==> config.mk <==
export PLATFORM = sky130hd
export DESIGN_NAME = linear_ramp_image_blend
export DESIGN_NICKNAME = d
export VERILOG_FILES = /design/src/rtl/lrib_pkg.sv /design/src/rtl/lrib_decode.sv /design/src/rtl/lrib_div_stage.sv /design/src/rtl/lrib_mix.sv /design/src/rtl/linear_ramp_image_blend.sv
export SDC_FILE = /design/constraint.sdc
export NUM_CORES = 2
export LEC_CHECK = 0
export ABC_AREA = 1
export BUFFER_PORTS_ARGS = -buffer_cell sky130_fd_sc_hd__buf_2
export CAP_MARGIN = 30
export CORE_UTILIZATION = 50
export CTS_BUF_LIST = sky130_fd_sc_hd__clkbuf_8
export CTS_CLUSTER_DIAMETER = 30
export DETAILED_ROUTE_END_ITERATION = 7
export PLACE_DENSITY = 0.67
export RECOVER_POWER = 100
export SYNTH_ARGS = -nofsm -noshare
export SYNTH_HDL_FRONTEND = slang
export SYNTH_SLANG_ARGS = --single-unit
export TNS_END_PERCENT = 5
==> constraint.sdc <==
create_clock -name clk_i -period 30.7 [get_ports clk_i]
set_clock_uncertainty 0.2 [all_clocks]
set_input_delay 9.21 -clock clk_i [delete_from_list [all_inputs] [get_ports clk_i]]
set_output_delay 9.21 -clock clk_i [all_outputs]
set_load 0.005 [all_outputs]
==> src/rtl/lrib_pkg.sv <==
`timescale 1ns / 1ps

package lrib_pkg;

  // Fixed field widths.
  localparam int unsigned CHAN_W    = 8;
  localparam int unsigned NUM_CHAN  = 4;
  localparam int unsigned INDEX_W   = 12;
  localparam int unsigned BOUND_W   = 13;
  localparam int unsigned WEIGHT_W  = 8;
  localparam int unsigned CFG_IDX_W = 2;

  // The weight quotient is produced two bits per divider stage.
  localparam int unsigned DIV_STEPS  = 2;
  localparam int unsigned DIV_STAGES = WEIGHT_W / DIV_STEPS;

  // Channel slots inside a channel vector.
  localparam int unsigned CH_RED   = 3;
  localparam int unsigned CH_GREEN = 2;
  localparam int unsigned CH_BLUE  = 1;
  localparam int unsigned CH_ALPHA = 0;

  // Configuration register indexes.
  localparam logic [CFG_IDX_W-1:0] CFG_BLEND_START = 2'd0;
  localparam logic [CFG_IDX_W-1:0] CFG_BLEND_END   = 2'd1;
  localparam logic [CFG_IDX_W-1:0] CFG_DIRECTION   = 2'd2;

  // Direction register values.
  localparam logic DIR_VERTICAL   = 1'b0;
  localparam logic DIR_HORIZONTAL = 1'b1;

  typedef struct packed {
    logic [CHAN_W-1:0]  first_red;
    logic [CHAN_W-1:0]  first_green;
    logic [CHAN_W-1:0]  first_blue;
    logic [CHAN_W-1:0]  first_alpha;
    logic [CHAN_W-1:0]  second_red;
    logic [CHAN_W-1:0]  second_green;
    logic [CHAN_W-1:0]  second_blue;
    logic [CHAN_W-1:0]  second_alpha;
    logic [INDEX_W-1:0] row_index;
    logic [INDEX_W-1:0] column_index;
  } in_item_t;

  typedef struct packed {
    logic [CHAN_W-1:0] out_red;
    logic [CHAN_W-1:0] out_green;
    logic [CHAN_W-1:0] out_blue;
    logic [CHAN_W-1:0] out_alpha;
  } out_item_t;

  typedef logic [NUM_CHAN-1:0][CHAN_W-1:0] chan_vec_t;

  // Pixel pair carried down the pipeline.
  typedef struct packed {
    chan_vec_t first;
    chan_vec_t second;
  } pair_t;

  // Per-stage control: valid bit and the region the position fell into.
  typedef struct packed {
    logic valid;
    logic mix;
    logic sec;
  } ctl_t;

endpackage

==> src/rtl/lrib_decode.sv <==
`timescale 1ns / 1ps

module lrib_decode #(
  parameter int unsigned COORD_BITS = 12
) (
  input  logic                                clk_i,
  input  logic                                rst_ni,
  input  logic                                en_i,
  input  logic                                valid_i,
  input  lrib_pkg::in_item_t                  item_i,
  input  logic [lrib_pkg::BOUND_W-1:0]        start_i,
  input  logic [lrib_pkg::BOUND_W-1:0]        end_i,
  input  logic                                dir_i,
  output lrib_pkg::ctl_t                      ctl_o,
  output lrib_pkg::pair_t                     pair_o,
  output logic [COORD_BITS:0]                 rem_o,
  output logic [COORD_BITS:0]                 div_o
);

  import lrib_pkg::*;

  localparam int unsigned PW = COORD_BITS + 1;
  localparam int unsigned XW = (PW > BOUND_W) ? PW : BOUND_W;
  localparam logic [XW-1:0] LIMIT = XW'(1) << COORD_BITS;

  logic [XW-1:0] start_x, end_x;
  logic [PW-1:0] s_c, e_c, pos;
  ctl_t          ctl_d, ctl_q;
  pair_t         pair_d, pair_q;
  logic [PW-1:0] rem_d, rem_q, div_d, div_q;

  // Saturate the bounds, pick the position and classify it.
  always_comb begin
    start_x = XW'(start_i);
    end_x   = XW'(end_i);
    s_c     = (start_x > LIMIT) ? PW'(LIMIT) : PW'(start_x);
    e_c     = (end_x > LIMIT) ? PW'(LIMIT) : PW'(end_x);
    if (dir_i == DIR_HORIZONTAL) begin
      pos = PW'(COORD_BITS'(item_i.column_index));
    end else begin
      pos = PW'(COORD_BITS'(item_i.row_index));
    end
    ctl_d.valid = valid_i;
    ctl_d.sec   = (pos >= e_c);
    ctl_d.mix   = !ctl_d.sec && (pos >= s_c) && (e_c > s_c);
    rem_d       = pos - s_c;
    div_d       = e_c - s_c;
    pair_d.first  = {item_i.first_red, item_i.first_green,
                     item_i.first_blue, item_i.first_alpha};
    pair_d.second = {item_i.second_red, item_i.second_green,
                     item_i.second_blue, item_i.second_alpha};
  end

  // Control register with reset.
  always_ff @(posedge clk_i or negedge rst_ni) begin
    if (!rst_ni) begin
      ctl_q <= '0;
    end else if (en_i) begin
      ctl_q <= ctl_d;
    end
  end

  // Payload registers.
  always_ff @(posedge clk_i) begin
    if (en_i) begin
      pair_q <= pair_d;
      rem_q  <= rem_d;
      div_q  <= div_d;
    end
  end

  assign ctl_o  = ctl_q;
  assign pair_o = pair_q;
  assign rem_o  = rem_q;
  assign div_o  = div_q;

endmodule

==> src/rtl/lrib_div_stage.sv <==
`timescale 1ns / 1ps

module lrib_div_stage #(
  parameter int unsigned COORD_BITS = 12
) (
  input  logic                                clk_i,
  input  logic                                rst_ni,
  input  logic                                en_i,
  input  lrib_pkg::ctl_t                      ctl_i,
  input  lrib_pkg::pair_t                     pair_i,
  input  logic [COORD_BITS:0]                 rem_i,
  input  logic [COORD_BITS:0]                 div_i,
  input  logic [lrib_pkg::WEIGHT_W-1:0]       quo_i,
  output lrib_pkg::ctl_t                      ctl_o,
  output lrib_pkg::pair_t                     pair_o,
  output logic [COORD_BITS:0]                 rem_o,
  output logic [COORD_BITS:0]                 div_o,
  output logic [lrib_pkg::WEIGHT_W-1:0]       quo_o
);

  import lrib_pkg::*;

  localparam int unsigned PW = COORD_BITS + 1;

  logic [PW-1:0]       rem_d, rem_q, div_q;
  logic [PW:0]         twice;
  logic [WEIGHT_W-1:0] quo_d, quo_q;
  ctl_t                ctl_q;
  pair_t               pair_q;

  // Restoring division steps: double the remainder, subtract when it fits.
  always_comb begin
    rem_d = rem_i;
    quo_d = quo_i;
    twice = '0;
    for (int k = 0; k < DIV_STEPS; k++) begin
      twice = {rem_d, 1'b0};
      if (twice >= {1'b0, div_i}) begin
        rem_d = PW'(twice - {1'b0, div_i});
        quo_d = {quo_d[WEIGHT_W-2:0], 1'b1};
      end else begin
        rem_d = PW'(twice);
        quo_d = {quo_d[WEIGHT_W-2:0], 1'b0};
      end
    end
  end

  // Control register with reset.
  always_ff @(posedge clk_i or negedge rst_ni) begin
    if (!rst_ni) begin
      ctl_q <= '0;
    end else if (en_i) begin
      ctl_q <= ctl_i;
    end
  end

  // Payload registers.
  always_ff @(posedge clk_i) begin
    if (en_i) begin
      pair_q <= pair_i;
      rem_q  <= rem_d;
      div_q  <= div_i;
      quo_q  <= quo_d;
    end
  end

  assign ctl_o  = ctl_q;
  assign pair_o = pair_q;
  assign rem_o  = rem_q;
  assign div_o  = div_q;
  assign quo_o  = quo_q;

endmodule

==> src/rtl/lrib_mix.sv <==
`timescale 1ns / 1ps

module lrib_mix (
  input  logic                          clk_i,
  input  logic                          rst_ni,
  input  logic                          en_i,
  input  lrib_pkg::ctl_t                ctl_i,
  input  lrib_pkg::pair_t               pair_i,
  input  logic [lrib_pkg::WEIGHT_W-1:0] quo_i,
  output logic                          valid_o,
  output lrib_pkg::out_item_t           item_o
);

  import lrib_pkg::*;

  localparam int unsigned WW = WEIGHT_W + 1;
  localparam int unsigned DW = CHAN_W + 1;
  localparam int unsigned PRW = WW + 1 + DW;

  logic [WW-1:0]                          weight;
  logic signed [NUM_CHAN-1:0][PRW-1:0]    prod_d, prod_q;
  logic signed [DW-1:0]                   diff;
  chan_vec_t                              first_q;
  logic                                   mul_valid_q;
  logic                                   out_valid_q;
  logic signed [PRW-1:0]                  shifted;
  logic signed [CHAN_W+1:0]               sum;
  chan_vec_t                              res_d;
  out_item_t                              out_q;

  // Weight: the quotient on the ramp, full second pixel at 256, first at 0.
  always_comb begin
    if (ctl_i.mix) begin
      weight = WW'(quo_i);
    end else if (ctl_i.sec) begin
      weight = WW'(1) << WEIGHT_W;
    end else begin
      weight = '0;
    end
    diff = '0;
    for (int c = 0; c < NUM_CHAN; c++) begin
      diff      = $signed({1'b0, pair_i.second[c]}) - $signed({1'b0, pair_i.first[c]});
      prod_d[c] = $signed({1'b0, weight}) * diff;
    end
  end

  // Product stage registers.
  always_ff @(posedge clk_i or negedge rst_ni) begin
    if (!rst_ni) begin
      mul_valid_q <= 1'b0;
    end else if (en_i) begin
      mul_valid_q <= ctl_i.valid;
    end
  end

  always_ff @(posedge clk_i) begin
    if (en_i) begin
      prod_q  <= prod_d;
      first_q <= pair_i.first;
    end
  end

  // Add the floored scaled difference back onto the first pixel.
  always_comb begin
    shifted = '0;
    sum     = '0;
    for (int c = 0; c < NUM_CHAN; c++) begin
      shifted  = prod_q[c] >>> WEIGHT_W;
      sum      = $signed({2'b00, first_q[c]}) + $signed(shifted[CHAN_W+1:0]);
      res_d[c] = sum[CHAN_W-1:0];
    end
  end

  // Output registers.
  always_ff @(posedge clk_i or negedge rst_ni) begin
    if (!rst_ni) begin
      out_valid_q <= 1'b0;
    end else if (en_i) begin
      out_valid_q <= mul_valid_q;
    end
  end

  always_ff @(posedge clk_i) begin
    if (en_i) begin
      out_q.out_red   <= res_d[CH_RED];
      out_q.out_green <= res_d[CH_GREEN];
      out_q.out_blue  <= res_d[CH_BLUE];
      out_q.out_alpha <= res_d[CH_ALPHA];
    end
  end

  assign valid_o = out_valid_q;
  assign item_o  = out_q;

endmodule

==> src/rtl/linear_ramp_image_blend.sv <==
`timescale 1ns / 1ps

// Channel   Direction  Handshake                Payload
// in        input      in_valid_i/in_stall_o    in_data_i  (pixel pair, row, column)
// out       output     out_valid_o/out_stall_i  out_data_o (blended pixel)
// cfg       input      cfg_valid_i/cfg_ready_o  cfg_index_i, cfg_data_i
//
// One pixel pair is accepted per clock while no finished result is held by a
// stalled output. Results pass through seven register stages: the position decode,
// the weight divider with four stages of two quotient bits each, a multiply stage
// and an add stage.
// Reset clears the valid bits and sets all configuration registers to zero.
// A stall on a valid output freezes the whole pipeline; nothing is dropped or repeated.

module linear_ramp_image_blend #(
  parameter int unsigned COORD_BITS = 12
) (
  input  logic                           clk_i,
  input  logic                           rst_ni,
  input  logic                           in_valid_i,
  output logic                           in_stall_o,
  input  lrib_pkg::in_item_t             in_data_i,
  output logic                           out_valid_o,
  input  logic                           out_stall_i,
  output lrib_pkg::out_item_t            out_data_o,
  input  logic                           cfg_valid_i,
  output logic                           cfg_ready_o,
  input  logic [lrib_pkg::CFG_IDX_W-1:0] cfg_index_i,
  input  logic [lrib_pkg::BOUND_W-1:0]   cfg_data_i
);

  import lrib_pkg::*;

  localparam int unsigned PW = COORD_BITS + 1;

  logic [BOUND_W-1:0] start_q, end_q;
  logic               dir_q;
  logic               adv;

  ctl_t                ctl   [DIV_STAGES+1];
  pair_t               pair  [DIV_STAGES+1];
  logic [PW-1:0]       rem   [DIV_STAGES+1];
  logic [PW-1:0]       div   [DIV_STAGES+1];
  logic [WEIGHT_W-1:0] quo   [DIV_STAGES+1];

  // The pipeline moves unless a finished result is held by the output.
  assign adv         = !(out_valid_o && out_stall_i);
  assign in_stall_o  = !adv;
  assign cfg_ready_o = 1'b1;

  // Configuration registers; writes to unknown indexes are dropped.
  always_ff @(posedge clk_i or negedge rst_ni) begin
    if (!rst_ni) begin
      start_q <= '0;
      end_q   <= '0;
      dir_q   <= DIR_VERTICAL;
    end else if (cfg_valid_i) begin
      unique case (cfg_index_i)
        CFG_BLEND_START: start_q <= cfg_data_i;
        CFG_BLEND_END:   end_q   <= cfg_data_i;
        CFG_DIRECTION:   dir_q   <= cfg_data_i[0];
        default: begin
        end
      endcase
    end
  end

  // Position decode and bound saturation.
  lrib_decode #(
    .COORD_BITS(COORD_BITS)
  ) u_decode (
    .clk_i  (clk_i),
    .rst_ni (rst_ni),
    .en_i   (adv),
    .valid_i(in_valid_i),
    .item_i (in_data_i),
    .start_i(start_q),
    .end_i  (end_q),
    .dir_i  (dir_q),
    .ctl_o  (ctl[0]),
    .pair_o (pair[0]),
    .rem_o  (rem[0]),
    .div_o  (div[0])
  );

  assign quo[0] = '0;

  // Weight divider pipeline.
  for (genvar g = 0; g < DIV_STAGES; g++) begin : g_div
    lrib_div_stage #(
      .COORD_BITS(COORD_BITS)
    ) u_div (
      .clk_i (clk_i),
      .rst_ni(rst_ni),
      .en_i  (adv),
      .ctl_i (ctl[g]),
      .pair_i(pair[g]),
      .rem_i (rem[g]),
      .div_i (div[g]),
      .quo_i (quo[g]),
      .ctl_o (ctl[g+1]),
      .pair_o(pair[g+1]),
      .rem_o (rem[g+1]),
      .div_o (div[g+1]),
      .quo_o (quo[g+1])
    );
  end

  // Channel multiply and add.
  lrib_mix u_mix (
    .clk_i  (clk_i),
    .rst_ni (rst_ni),
    .en_i   (adv),
    .ctl_i  (ctl[DIV_STAGES]),
    .pair_i (pair[DIV_STAGES]),
    .quo_i  (quo[DIV_STAGES]),
    .valid_o(out_valid_o),
    .item_o (out_data_o)
  );

endmodule

; Word-level counts from Yosys, hierarchy flattened
; Cells that the tools add are included.
[totals]
ff_bits = 616
output_inout_bits = 35
inputBits = 108
wordCells = 151
[op_classes]
n_reduce_logical = 8
n_eq_ne = 2
mul = 4
mux = 20
n_addsub = 17
n_lt_le_gt_ge = 13
[op_table]
columns = cell, n
row1 = $mux 13, 9
row2 = $sub 13x13->13, 9
row3 = $ge 14x13->1, 8
row4 = $mul 10x9->16, 4
row5 = $sub 8x8->9, 4
row6 = $add 8x8->8, 4
row7 = $ge 13x13->1, 2
row8 = $gt 13x13->1 const B, 2
row9 = $mux 9, 2
row10 = $gt 13x13->1, 1
row11 = $mux 12, 1
row12 = $mux 1, 8
row13 = $reduce_and 2->1, 3
row14 = $logic_and 1x1->1, 3
row15 = $eq 2x1->1 const B, 1
row16 = $eq 2x2->1 const B, 1
row17 = $logic_not 2->1, 1
row18 = $logic_not 1->1, 1

; Logic depth before layout (Yosys ltp)
[logic_depth]
ltp_word = 6
depth_mapped = 30
mapped_depth_nobuf = 30

; By module
; Synthesis repeated with hierarchy kept, for this count alone.
[unflattened]
cells_unflattened = 4187
area_unflattened_um2 = 41360.9
[modules_own_cells]
columns = mod, instances, cells_per_inst, area_each_um2, seq_area_each_um2
row1 = lrib_div_stage, 4, 452, 5002.3, 3017.9
row2 = lrib_mix, 1, 1807, 15320.9, 2932.8
row3 = lrib_decode, 1, 444, 4859.7, 2777.7
row4 = linear_ramp_image_blend, 1, 128, 1171.1, 675.6

; Worst setup path after synthesis
; Ideal clock, no wire load.
[synth_path]
path_kind = in2reg
from = in out_stall_i
to = reg g_div[0].u_div.div_q[0], enable pin
t_required_ps = 29385
path_stages = 3
setup_ps = 1115
t_arrival_ps = 24240
path_buffers = 2
path_slack_ps = 5144
path_cell_list = nand2_1 -> clkbuf_1 -> clkbuf_1
[synth_via]
elab_chain_len = 1
[synth_rtl]
columns = element, line
row1 = start: declaration, linear_ramp_image_blend.sv:24  ; input logic out_stall_i,
row2 = $logic_and 1x1->1, linear_ramp_image_blend.sv:47  ; assign adv = !(out_valid_o && out_stall_i);
row3 = end signal: assignment, lrib_div_stage.sv:62  ; div_q <= div_i;
row4 = end: declaration, lrib_div_stage.sv:25  ; logic [PW-1:0] rem_d, rem_q, div_q;
; No other way between the ends.
; A chain may end at the register's enable or synchronous reset.

; Worst setup path in the final report
[layout_path]
from = in out_stall_i
to = out in_stall_o
[layout_via]
elab_chain_len = 1
[layout_rtl]
columns = element, line
row1 = $logic_and 1x1->1, linear_ramp_image_blend.sv:47
row2 = end: declaration, linear_ramp_image_blend.sv:21  ; output logic in_stall_o,
; No other way between the ends.

==> flow_summary.ini <==
[sta]
rsz0062_at_grt = no
final_hold_viol_count = 0
maxSlewHeadroom = -1.70
fin_ws_ns = 8.60
drv_slew = 609
setup_viol = 0
setup-tns-final_ns = 0
tightest_slew_ns = 4.05
fmax_mhz = 45.2
min_period_over_period = 0.720
fin_crit_ns = 22.10

[logic_synthesis]
synth.net_count = 4395
synth-seq-area-share = 0.458
synthesis.area_um2 = 37800
syn_inst = 3737
synth.avg_cell_area_um2 = 10.1
ys_warn_count = 0
synth_top_area_frac = 0.429
synth_top_flop_cell = edfxtp_1
ys_types = 52
synth_top_cell_by_area = edfxtp_1
synth_area_leaders = edfxtp_1, ha_1, fa_1
ys_ff_latch = 584
synth_common_cells = nand2_1, inv_1, edfxtp_1, ha_1, nor2_1
synth_edf_count = 540
yosys.cell_count.top_type = nand2_1
postSynth.asyncResetShare = 0.0753

[worst_setup_path]
arrival_ns = 12.69
critPathSlowestCell = nand2_1
critical_path_class = in2out
crit_path_start_kind = input pin
slowest_delay_ns = 2.09
end_kind = output pin
path_max_fanout = 81
crit_chain = buf_2 > nand2_1 > inv_1 > clkbuf_1
cp_data_required_time_ns = 21.29

[die]
start_util = 0.507
ioPinCount = 143
dieArea_um2 = 76700
die_width_um = 277
core_um2 = 74600
fp.dieH_um = 277
rows = 100

[routing]
drc = 0
wl_per_cell_um = 14.5
drt_iter0_drc = 1371
wl_um = 72700
ant_nets = 0
via_count = 25200
first_pass_iters = 5
vias_per_cell = 5.01

[global_routing]
track_usage = 0.194
grt_max_degree = 84
antenna_found_initial = 3
grt_pass1_vias = 25000
grt_pass1_wl_um = 121000
overflow = 0

[placed_design]
place.gp.congestion = 0.934
placedCellCount = 4815
port_buffers = 141
dp_hpwl_um = 54500
place_ws_ns = 10.47

[cts]
numCtsBuffers = 110
cts_setup_buffers = 0
cts_resized = 0
cts-root-buf = clkbuf_8
htree_num_levels = 3
cts_tree = built
clkTransAtPathRegs_ns = 0.06
insertion_delay_ns = 0.74
postCtsHoldBufs = 0
clock_path_buffers = 3
cts_sinks = 584

[layout]
fin_nets = 4618
area_growth_pct = 10.7
drive_above_1_share = 0.0858
instances_no_fill = 5028
post-route-util = 0.561

[run]
maxCapViolations = 9

[status]
outcome = finished with violations
failed_checks = max-capacitance violations, max-slew violations

[min_path]
hold_path.class = reg2reg
-- cells in the final DEF, fill, tap and decap left out, drive strengths merged, types with 2 or more instances in the layout --
master    instances
o31ai             5
clkinvlp         14
o21bai           16
a21o             14
or2               3
o21ai           119
nor4             12
a211oi            5
clkinv           48
nor2            298
xnor2            60
clkbuf          152
nand2           820
bufinv            9
dfrtp            44
o21a              2
nor3             27
a31oi            11
inv             670
fa              210
diode             2
and3              7
nand3b            7
o211ai           11
ha              340
nand3           148
nand4            37
buf             123
mux2             11
a21boi            4
xor2            110
a31o              2
a21oi           170
edfxtp          540
and2              4
-- registers in the layout (all words and copies together), names as in the netlist, 3 cells and up --
register / flops
g_div.u_div.pair_o: 256
u_decode.pair_o: 64
g_div.u_div.div_o: 39
g_div.u_div.rem_o: 39
u_mix.first_q: 32
u_mix.item_o: 32
u_mix.prod_q: 32
g_div.u_div.quo_o: 20
end_q: 13
start_q: 13
u_decode.div_o: 13
u_decode.rem_o: 13
g_div.u_div.ctl_o: 12
u_decode.ctl_o: 3
-- final cells by class --
cell class	count	area, um^2
Timing Repair Buffer	159	773
Multi-Input combinational cell	2457	17700
Clock inverter	93	806
Inverter	648	2440
Tap cell	969	1210
Antenna cell	2	5.00
Fill cell	6495	32700
Clock buffer	116	1600
Sequential cell	584	17300
-- kinds of logic after synthesis --
logic type      synth area share
flops                      0.458
fa+ha+maj                  0.224
compound gates            0.0541
xor+xnor                  0.0394
other cells            0.0000992
simple gates               0.150
mux                      0.00354
buf+inv                   0.0714
-- stage by stage --
step                      instance area (um^2)  hold slack [ns]
final                                    41800            0.162
after global routing                     41800            0.175
after CTS                                42000            0.157
after detailed placement                 39600            0.205
after global placement                   39600            0.200
after floorplan                          37800            0.200
-- worst max-delay path, delay by kind of cell --
| family | cells | cell delay [ns] |
|---|---|---|
| buffers and inverters | 3 | 1.36 |
| AND/OR/NAND/NOR | 1 | 2.09 |
-- path summary, 6_finish.rpt --
path	startpoint	endpoint	slack [ns]	cells past startpoint
setup / recovery	out_stall_i	in_stall_o	8.60	4
hold / removal	g_div[0].u_div.pair_o[21]	g_div[1].u_div.pair_o[21]	0.16	0
setup reg to reg	u_mix.valid_o	u_mix.item_o[25]	19.19	4
hold reg to reg	g_div[0].u_div.pair_o[21]	g_div[1].u_div.pair_o[21]	0.16	0
max in group asynchronous	rst_ni	u_decode.ctl_o[0]	19.94	2
min in group asynchronous	rst_ni	g_div[2].u_div.ctl_o[2]	8.24	1
-- layer usage --
| layer | up-vias | part of all wire | GRT usage |
|---|---|---|---|
| li1 | 12700 | - | - |
| met1 | 11800 | 0.46 | 0.260 |
| met4 | 0 | 0.031 | 0.0734 |
| met3 | 152 | 0.040 | 0.0284 |
| met2 | 525 | 0.47 | 0.319 |
| met5 | - | 0 | 0 |
Power is left out: the tool's default activity adds up to more than one toggle a clock period on the data nets, which glitch-free logic cannot reach.
